<file path="config.mk">
export PLATFORM = sky130hd
export DESIGN_NAME = hex_text_table_parser
export DESIGN_NICKNAME = d
export VERILOG_FILES = /design/src/hdl/hexp_pkg.sv /design/src/hdl/hexp_parse_core.sv /design/src/hdl/hexp_out_buf.sv /design/src/hdl/hex_text_table_parser.sv
export VERILOG_INCLUDE_DIRS = /design/src /design/src/hdl
export SDC_FILE = /design/constraint.sdc
export NUM_CORES = 1
export LEC_CHECK = 0
export ABC_AREA = 1
export BUFFER_PORTS_ARGS = -buffer_cell sky130_fd_sc_hd__clkbuf_2
export CORE_MARGIN = 4
export CORE_UTILIZATION = 35
export CTS_CLUSTER_SIZE = 16
export DETAILED_ROUTE_END_ITERATION = 6
export GPL_TIMING_DRIVEN = 0
export PLACE_DENSITY = 0.58
export SYNTH_ARGS = -nofsm -noshare
export SYNTH_HDL_FRONTEND = slang
export SYNTH_SLANG_ARGS = --single-unit
</file>
<file path="constraint.sdc">
create_clock -name clk -period 4.1 [get_ports clk]
set_clock_uncertainty 0.05 [all_clocks]
set_input_delay 0 -clock clk [delete_from_list [all_inputs] [get_ports clk]]
set_output_delay 0 -clock clk [all_outputs]
set_load 0.01 [all_outputs]
</file>
<file path="src/hdl/hex_text_table_parser_macros.svh">
// ----------------------------------------------------------------------------
// Assertion macros for the hex text table parser
// Concurrent assertion helpers that can be compiled out with ASSERT_OFF.
// ----------------------------------------------------------------------------
`ifndef HEX_TEXT_TABLE_PARSER_MACROS_SVH
`define HEX_TEXT_TABLE_PARSER_MACROS_SVH

`ifndef ASSERT_OFF
// Checked at every rising edge once reset has been released.
`define HEXP_ASSERT(label, clk, rst_n, prop) \
    label: assert property (@(posedge clk) disable iff (!rst_n) prop) \
        else $error("assertion failed");
// Checked at every rising edge, reset included.
`define HEXP_ASSERT_ALWAYS(label, clk, prop) \
    label: assert property (@(posedge clk) prop) \
        else $error("assertion failed");
`else
`define HEXP_ASSERT(label, clk, rst_n, prop)
`define HEXP_ASSERT_ALWAYS(label, clk, prop)
`endif

`endif

</file>
<file path="src/hdl/hexp_pkg.sv">
// ----------------------------------------------------------------------------
// hexp_pkg
// Shared constants, types and character helpers for the hex table parser.
// ----------------------------------------------------------------------------
package hexp_pkg;

    localparam int HEXP_ENTRIES_PER_LINE = 16;
    localparam int HEXP_TABLE_ENTRIES    = 256;

    // Item kinds on the input side.
    localparam logic [1:0] KIND_CHAR    = 2'd0;
    localparam logic [1:0] KIND_RESTART = 2'd1;
    localparam logic [1:0] KIND_END     = 2'd2;

    // Result status codes.
    localparam logic [1:0] ST_BYTE      = 2'd0;
    localparam logic [1:0] ST_FORMAT    = 2'd1;
    localparam logic [1:0] ST_DONE      = 2'd2;
    localparam logic [1:0] ST_PREMATURE = 2'd3;

    localparam logic [7:0] CH_0       = 8'h30;
    localparam logic [7:0] CH_9       = 8'h39;
    localparam logic [7:0] CH_A       = 8'h41;
    localparam logic [7:0] CH_F       = 8'h46;
    localparam logic [7:0] CH_SPACE   = 8'h20;
    localparam logic [7:0] CH_NEWLINE = 8'h0A;
    localparam logic [7:0] HEX_TEN    = 8'd10;

    typedef enum logic [2:0] {
        PH_HIGH = 3'b001,
        PH_LOW  = 3'b010,
        PH_SEP  = 3'b100
    } phase_t;

    typedef struct packed {
        logic [1:0] status;
        logic [7:0] byte_value;
        logic [7:0] entry_index;
    } res_t;

    function automatic logic digit_ok(input logic [7:0] c);
        return c inside {[CH_0:CH_9], [CH_A:CH_F]};
    endfunction

    function automatic logic [3:0] digit_value(input logic [7:0] c);
        logic [7:0] d;
        d = (c < CH_A) ? (c - CH_0) : (c - CH_A + HEX_TEN);
        return d[3:0];
    endfunction

endpackage

</file>
<file path="src/hdl/hexp_parse_core.sv">
// ----------------------------------------------------------------------------
// hexp_parse_core
// Input register, parser state and the combinational character decode.
// ----------------------------------------------------------------------------
`include "hex_text_table_parser_macros.svh"

module hexp_parse_core #(
    parameter int ENTRIES_PER_LINE = hexp_pkg::HEXP_ENTRIES_PER_LINE,
    parameter int TABLE_ENTRIES    = hexp_pkg::HEXP_TABLE_ENTRIES
) (
    input  logic           clk,
    input  logic           rst_n,
    input  logic           in_valid,
    output logic           in_ready,
    input  logic [1:0]     kind,
    input  logic [7:0]     char_code,
    input  logic           out_ready,
    output logic           res_valid,
    output hexp_pkg::res_t res
);
    import hexp_pkg::*;

    localparam int POS_W = (TABLE_ENTRIES > 1) ? $clog2(TABLE_ENTRIES) : 1;
    localparam int COL_W = (ENTRIES_PER_LINE > 1) ? $clog2(ENTRIES_PER_LINE) : 1;

    logic             item_valid_reg, item_valid_next;
    logic [1:0]       kind_reg, kind_next;
    logic [7:0]       char_reg, char_next;
    phase_t           phase_reg, phase_next;
    logic [3:0]       high_nibble_reg, high_nibble_next;
    logic [POS_W-1:0] pos_reg, pos_next;
    logic [COL_W-1:0] col_reg, col_next;
    logic             stopped_reg, stopped_next;

    logic             proc_en;
    logic             last_entry;
    logic             line_end;
    logic [7:0]       want_sep;
    logic [POS_W+7:0] pos_wide;
    logic             res_is_byte;

    assign proc_en  = item_valid_reg && out_ready;
    assign in_ready = !item_valid_reg || out_ready;

    assign last_entry = (pos_reg == POS_W'(TABLE_ENTRIES - 1));
    assign line_end   = last_entry || (col_reg == COL_W'(ENTRIES_PER_LINE - 1));
    assign want_sep   = line_end ? CH_NEWLINE : CH_SPACE;
    assign pos_wide   = {8'd0, pos_reg};

    assign res_is_byte = res_valid && (res.status == ST_BYTE);

    always_comb
    begin
        item_valid_next  = item_valid_reg;
        kind_next        = kind_reg;
        char_next        = char_reg;
        phase_next       = phase_reg;
        high_nibble_next = high_nibble_reg;
        pos_next         = pos_reg;
        col_next         = col_reg;
        stopped_next     = stopped_reg;
        res_valid        = 1'b0;
        res              = '0;

        if (in_ready)
        begin
            item_valid_next = in_valid;
            if (in_valid)
            begin
                kind_next = kind;
                char_next = char_code;
            end
        end

        if (proc_en)
        begin
            case (kind_reg)
                KIND_RESTART:
                begin
                    phase_next       = PH_HIGH;
                    high_nibble_next = 4'd0;
                    pos_next         = '0;
                    col_next         = '0;
                    stopped_next     = 1'b0;
                end
                KIND_END:
                begin
                    if (!stopped_reg)
                    begin
                        stopped_next = 1'b1;
                        res_valid    = 1'b1;
                        res.status   = ST_PREMATURE;
                    end
                end
                KIND_CHAR:
                begin
                    if (!stopped_reg)
                    begin
                        case (phase_reg)
                            PH_HIGH:
                            begin
                                if (digit_ok(char_reg))
                                begin
                                    high_nibble_next = digit_value(char_reg);
                                    phase_next       = PH_LOW;
                                end
                                else
                                begin
                                    stopped_next = 1'b1;
                                    res_valid    = 1'b1;
                                    res.status   = ST_FORMAT;
                                end
                            end
                            PH_LOW:
                            begin
                                res_valid = 1'b1;
                                if (digit_ok(char_reg))
                                begin
                                    res.status      = ST_BYTE;
                                    res.byte_value  = {high_nibble_reg, digit_value(char_reg)};
                                    res.entry_index = pos_wide[7:0];
                                    phase_next      = PH_SEP;
                                end
                                else
                                begin
                                    stopped_next = 1'b1;
                                    res.status   = ST_FORMAT;
                                end
                            end
                            PH_SEP:
                            begin
                                if (char_reg != want_sep)
                                begin
                                    stopped_next = 1'b1;
                                    res_valid    = 1'b1;
                                    res.status   = ST_FORMAT;
                                end
                                else
                                begin
                                    phase_next = PH_HIGH;
                                    if (last_entry)
                                    begin
                                        // The newline after the final entry closes the table.
                                        stopped_next = 1'b1;
                                        res_valid    = 1'b1;
                                        res.status   = ST_DONE;
                                    end
                                    else
                                    begin
                                        pos_next = pos_reg + POS_W'(1);
                                        col_next = line_end ? '0 : col_reg + COL_W'(1);
                                    end
                                end
                            end
                            default:
                            begin
                                phase_next = PH_HIGH;
                            end
                        endcase
                    end
                end
                default:
                begin
                    // Unused kind code: dropped without a result.
                end
            endcase
        end
    end

    always_ff @(posedge clk or negedge rst_n)
    begin
        if (!rst_n)
        begin
            item_valid_reg  <= 1'b0;
            phase_reg       <= PH_HIGH;
            high_nibble_reg <= 4'd0;
            pos_reg         <= '0;
            col_reg         <= '0;
            stopped_reg     <= 1'b0;
        end
        else
        begin
            item_valid_reg  <= item_valid_next;
            phase_reg       <= phase_next;
            high_nibble_reg <= high_nibble_next;
            pos_reg         <= pos_next;
            col_reg         <= col_next;
            stopped_reg     <= stopped_next;
        end
    end

    always_ff @(posedge clk)
    begin
        kind_reg <= kind_next;
        char_reg <= char_next;
    end

    `HEXP_ASSERT(a_res_only_when_room, clk, rst_n, res_valid |-> out_ready)
    `HEXP_ASSERT(a_stopped_is_silent, clk, rst_n, stopped_reg |-> !res_valid)
    `HEXP_ASSERT(a_non_byte_stops, clk, rst_n, (res_valid && !res_is_byte) |=> stopped_reg)
    `HEXP_ASSERT(a_byte_then_sep, clk, rst_n, res_is_byte |=> (phase_reg == PH_SEP))

endmodule

</file>
<file path="src/hdl/hexp_out_buf.sv">
// ----------------------------------------------------------------------------
// hexp_out_buf
// Result register with a skid stage so the ready toward the parser is registered.
// ----------------------------------------------------------------------------
`include "hex_text_table_parser_macros.svh"

module hexp_out_buf (
    input  logic           clk,
    input  logic           rst_n,
    input  logic           res_valid,
    output logic           res_ready,
    input  hexp_pkg::res_t res,
    output logic           out_valid,
    input  logic           out_ready,
    output hexp_pkg::res_t out_res
);
    import hexp_pkg::*;

    logic out_valid_reg, out_valid_next;
    res_t out_res_reg, out_res_next;
    logic skid_valid_reg, skid_valid_next;
    res_t skid_res_reg, skid_res_next;
    logic stall_push;

    assign res_ready = !skid_valid_reg;
    assign out_valid = out_valid_reg;
    assign out_res   = out_res_reg;

    assign stall_push = res_valid && out_valid_reg && !out_ready;

    always_comb
    begin
        out_valid_next  = out_valid_reg;
        out_res_next    = out_res_reg;
        skid_valid_next = skid_valid_reg;
        skid_res_next   = skid_res_reg;
        if (!out_valid_reg || out_ready)
        begin
            // The skid entry is older than anything arriving now.
            out_valid_next  = skid_valid_reg || res_valid;
            out_res_next    = skid_valid_reg ? skid_res_reg : res;
            skid_valid_next = 1'b0;
        end
        else if (res_valid)
        begin
            skid_valid_next = 1'b1;
            skid_res_next   = res;
        end
    end

    always_ff @(posedge clk or negedge rst_n)
    begin
        if (!rst_n)
        begin
            out_valid_reg  <= 1'b0;
            skid_valid_reg <= 1'b0;
        end
        else
        begin
            out_valid_reg  <= out_valid_next;
            skid_valid_reg <= skid_valid_next;
        end
    end

    always_ff @(posedge clk)
    begin
        out_res_reg  <= out_res_next;
        skid_res_reg <= skid_res_next;
    end

    `HEXP_ASSERT(a_skid_behind_out, clk, rst_n, skid_valid_reg |-> out_valid_reg)
    `HEXP_ASSERT(a_no_push_when_full, clk, rst_n, skid_valid_reg |-> !res_valid)
    `HEXP_ASSERT(a_stall_fills_skid, clk, rst_n, stall_push |=> skid_valid_reg)
    `HEXP_ASSERT(a_skid_drains, clk, rst_n, (skid_valid_reg && out_ready) |=> !skid_valid_reg)

endmodule

</file>
<file path="src/hdl/hex_text_table_parser.sv">
// Path: a transfer accepted on the slave side passes the input register, then the result
// register, before its result shows on the master side.
// Throughput: one character per cycle while the skid stage is empty; a stall on the master
// side reaches s_tready through the registered ready of the skid stage.
// Reset (rst_n low, asynchronous): parser back to expecting a high digit, no result pending.
// ----------------------------------------------------------------------------
// hex_text_table_parser
// Parses a text table of two-digit hex bytes, one ASCII character per transfer.
// ----------------------------------------------------------------------------
module hex_text_table_parser #(
    parameter int ENTRIES_PER_LINE = hexp_pkg::HEXP_ENTRIES_PER_LINE,
    parameter int TABLE_ENTRIES    = hexp_pkg::HEXP_TABLE_ENTRIES
) (
    input  logic        clk,
    input  logic        rst_n,
    input  logic        s_tvalid,
    output logic        s_tready,
    input  logic [7:0]  s_tdata,   // [7:0] char_code
    input  logic [1:0]  s_tuser,   // [1:0] kind
    output logic        m_tvalid,
    input  logic        m_tready,
    output logic [15:0] m_tdata,   // [7:0] byte_value, [15:8] entry_index
    output logic [1:0]  m_tuser    // [1:0] status
);
    import hexp_pkg::*;

    logic res_valid;
    logic res_ready;
    res_t res;
    res_t out_res;

    hexp_parse_core #(
        .ENTRIES_PER_LINE (ENTRIES_PER_LINE),
        .TABLE_ENTRIES    (TABLE_ENTRIES)
    ) u_core (
        .clk       (clk),
        .rst_n     (rst_n),
        .in_valid  (s_tvalid),
        .in_ready  (s_tready),
        .kind      (s_tuser),
        .char_code (s_tdata),
        .out_ready (res_ready),
        .res_valid (res_valid),
        .res       (res)
    );

    hexp_out_buf u_out (
        .clk       (clk),
        .rst_n     (rst_n),
        .res_valid (res_valid),
        .res_ready (res_ready),
        .res       (res),
        .out_valid (m_tvalid),
        .out_ready (m_tready),
        .out_res   (out_res)
    );

    assign m_tdata = {out_res.entry_index, out_res.byte_value};
    assign m_tuser = out_res.status;

endmodule
</file>
==> reports/qor.txt <==
Setup-failing EPs final = 0
Power Total = 0.00164 W
met1 Usage GRT = 16.2%
Ys Warns = 0
starting DRC count in detailed routing = 95
final weighted congestion in routability-driven placement = 0.835
Worst path slowest cell = dfrtp_1
Resized cells post-CTS = 0
Synth area leaders = edfxtp_1 (42%), dfrtp_1 (17%), nand2_1 (8.1%)
utilization after layout = 42.8%
status = finished, final reports clean
capturing element type of the critical path = flop
Hold Path Class = in -> async
row count = 35
total track usage = 12.8%
GR met3 Demand/Resource = 3.09%
vias per inst = 4.72
WP data arrival = 2.27 ns
Initial Util = 35.8%
total CTS buffers = 9
antenna-violating nets left = 0
layout cells sized above 1 = 24.5%
number of clock sinks = 69
clk_lat worst skew = 0.35 ns
total core area = 0.00920 mm²
DRT Wirelength = 6.46 mm
H-tree Lvls = 3
Slew headroom = 25.3%
Die Span X = 105 µm
Worst-Margin Slew = 1.12 ns
Largest stage delay, worst path = 0.36 ns
grt total ovfl = 0
post-synthesis register bit count = 69
first-pass GRT wire length = 11.0 mm
Routed WL per cell = 13.0 µm
via count = 2,353
area fraction of the dominant cell type after synthesis = 41.9%
DR DRC count = 0
VDD IR-drop max = 0.131 mV
CTS clock-pin slew for the worst setup and hold paths = 0.08 ns
final period utilization = 55.1%
delay-heaviest family, CP = simple AND/OR/NAND/NOR gates
Synth area leader = edfxtp_1
hold buffers post-CTS = 12
crit-path max FO = 16
HPWL after DPL = 4.58 mm
Critical Path RT = 4.10 ns
Max Cap Viol = 0
most frequent cells in the layout = nand2_1 (71), edfxtp_1 (46), nor2_1 (33), clkbuf_2 (33), inv_1 (30)
die area = 0.0110 mm²
commonest non-fill, non-tap cell in the layout = nand2_1
Port Buffers = 33
P&R area growth vs syn = 19.5%
static leakage = 1.66 nW
busiest layer in global routing = met2
Avg Cell Area, Syn = 10.1 µm²
Synth cell types = 35
mapped cell area = 0.00330 mm²
P per Cell Area = 416 mW/mm²
crit path time final = 2.26 ns
post-route non-filler standard cell count = 498
RSZ-0062 raised after global routing = false
crit path cell chain = ha_1, nand2_1, nor2_2, nand2_2, nand3_1, nand2_1, nand3_1, nand2_1, nand3_1, nand2_1, nor2_2, buf_8
Root Driver = clkbuf_8
WP buf/inv = 1
initial antenna violation count = 0
IO Count = 34
startpoint types = flop
Final Max Slew Viols = 0
Clock Path Buffers = 2
CTS tree = built
Hold Fails Final Rpt = 0
Die H = 105 µm
post-synth net total = 345
Total Neg Setup Slack = 0 ns
GRT met2 Usage = 20.4%
design area = 0.00394 mm²
Crit Path Category = reg -> reg
dpl cells = 470
register area share after synthesis = 59.4%
drt first pass iters = 4
largest net degree at the start of global routing = 24
CP most frequent cell = nand2_1
total setup buffers inserted after CTS = 0
post-synthesis cell count = 325
number of global-route vias before repair = 2,269
DP Area = 0.00362 mm²
post-layout net count = 402
ant diodes = 0
f_max = 442 MHz
-- kinds of logic (layout without fill, tap and decap cells) --
group,after synthesis,after routing,synth area share (%)
DFF,69,69,59.4
adders and majority gates,6,6,2.28
xor gates and xnor gates,6,6,1.59
and+or+nand+nor,152,152,20.7
AOI/OAI and AO/OA,47,47,9.26
buffers and inverters,45,107,6.76
-- where the power goes --
part	internal (W)	switching, W
sequential	0.000818	0.0000336
combinational	0.0000820	0.000138
clock	0.000299	0.000268
-- worst reg2reg max path, cell delays in order (launching register included) --
cell and delay [ns]:
dfrtp_1 0.36, ha_1 0.17, nand2_1 0.10, nor2_2 0.16
nand2_2 0.12, nand3_1 0.09, nand2_1 0.10, nand3_1 0.13
nand2_1 0.08, nand3_1 0.07, nand2_1 0.09, nor2_2 0.22
buf_8 0.22
-- cells in the mapped netlist --
cell,instances
dfstp_2,1
inv_1,30
nand3_1,21
or2_1,1
or3_1,1
xor2_1,5
nor2_4,1
xnor2_1,1
o21ai_1,9
a21oi_2,2
a21oi_1,6
nor3b_1,1
buf_2,1
nand4_1,4
o21ai_0,12
nand4_2,1
nor2_2,6
nor2_1,34
nor3_2,1
nand2_4,1
o21ai_2,15
nand2_1,71
nand3_2,1
nor3_1,4
buf_8,2
o21bai_1,1
dfrtp_1,22
inv_2,6
o22ai_1,1
clkbuf_1,2
ha_1,6
o21a_1,1
edfxtp_1,46
buf_6,4
nand2_2,4
-- routing by layer --
metal / part of all wire, % / up-vias
li1: - / 1198
met1: 46 / 1090
met2: 47 / 54
met3: 5.4 / 11
met4: 1.7 / 0
met5: 0 / -
-- metrics by stage --
step	worst slack (ns)	hold slack [ns]
after floorplan	1.63	-0.346
after global placement	0.965	-0.00994
after detailed placement	1.85	-0.00909
after CTS	1.82	0.146
after global routing	1.58	0.185
final	1.84	0.139
-- area by class of cell --
class / instances / area, µm²
Multi-Input combinational cell: 211 / 1120
Fill cell: 915 / 5260
Clock buffer: 11 / 141
Buffer: 9 / 87.6
Clock inverter: 5 / 58.8
Sequential cell: 69 / 1960
Inverter: 36 / 135
Timing Repair Buffer: 46 / 300
Tap cell: 111 / 139
-- worst paths after layout --
kind / start / endpoint / slack (ns) / cells after the start
min in group clk: s_tdata[2] / u_core.char_reg[2] / 0.30 / 2
setup reg to reg: u_core.pos_reg[1] / u_out.skid_res_reg[3] / 1.84 / 12
max in group asynchronous: rst_n / u_core.col_reg[0] / 3.45 / 2
setup / recovery: u_core.pos_reg[1] / u_out.skid_res_reg[3] / 1.84 / 12
hold reg to reg: u_core.high_nibble_reg[2] / u_core.high_nibble_reg[2] / 0.44 / 2
hold / removal: rst_n / u_core.pos_reg[2] / 0.14 / 2
No activity file was read; power rests on OpenSTA's default activity.
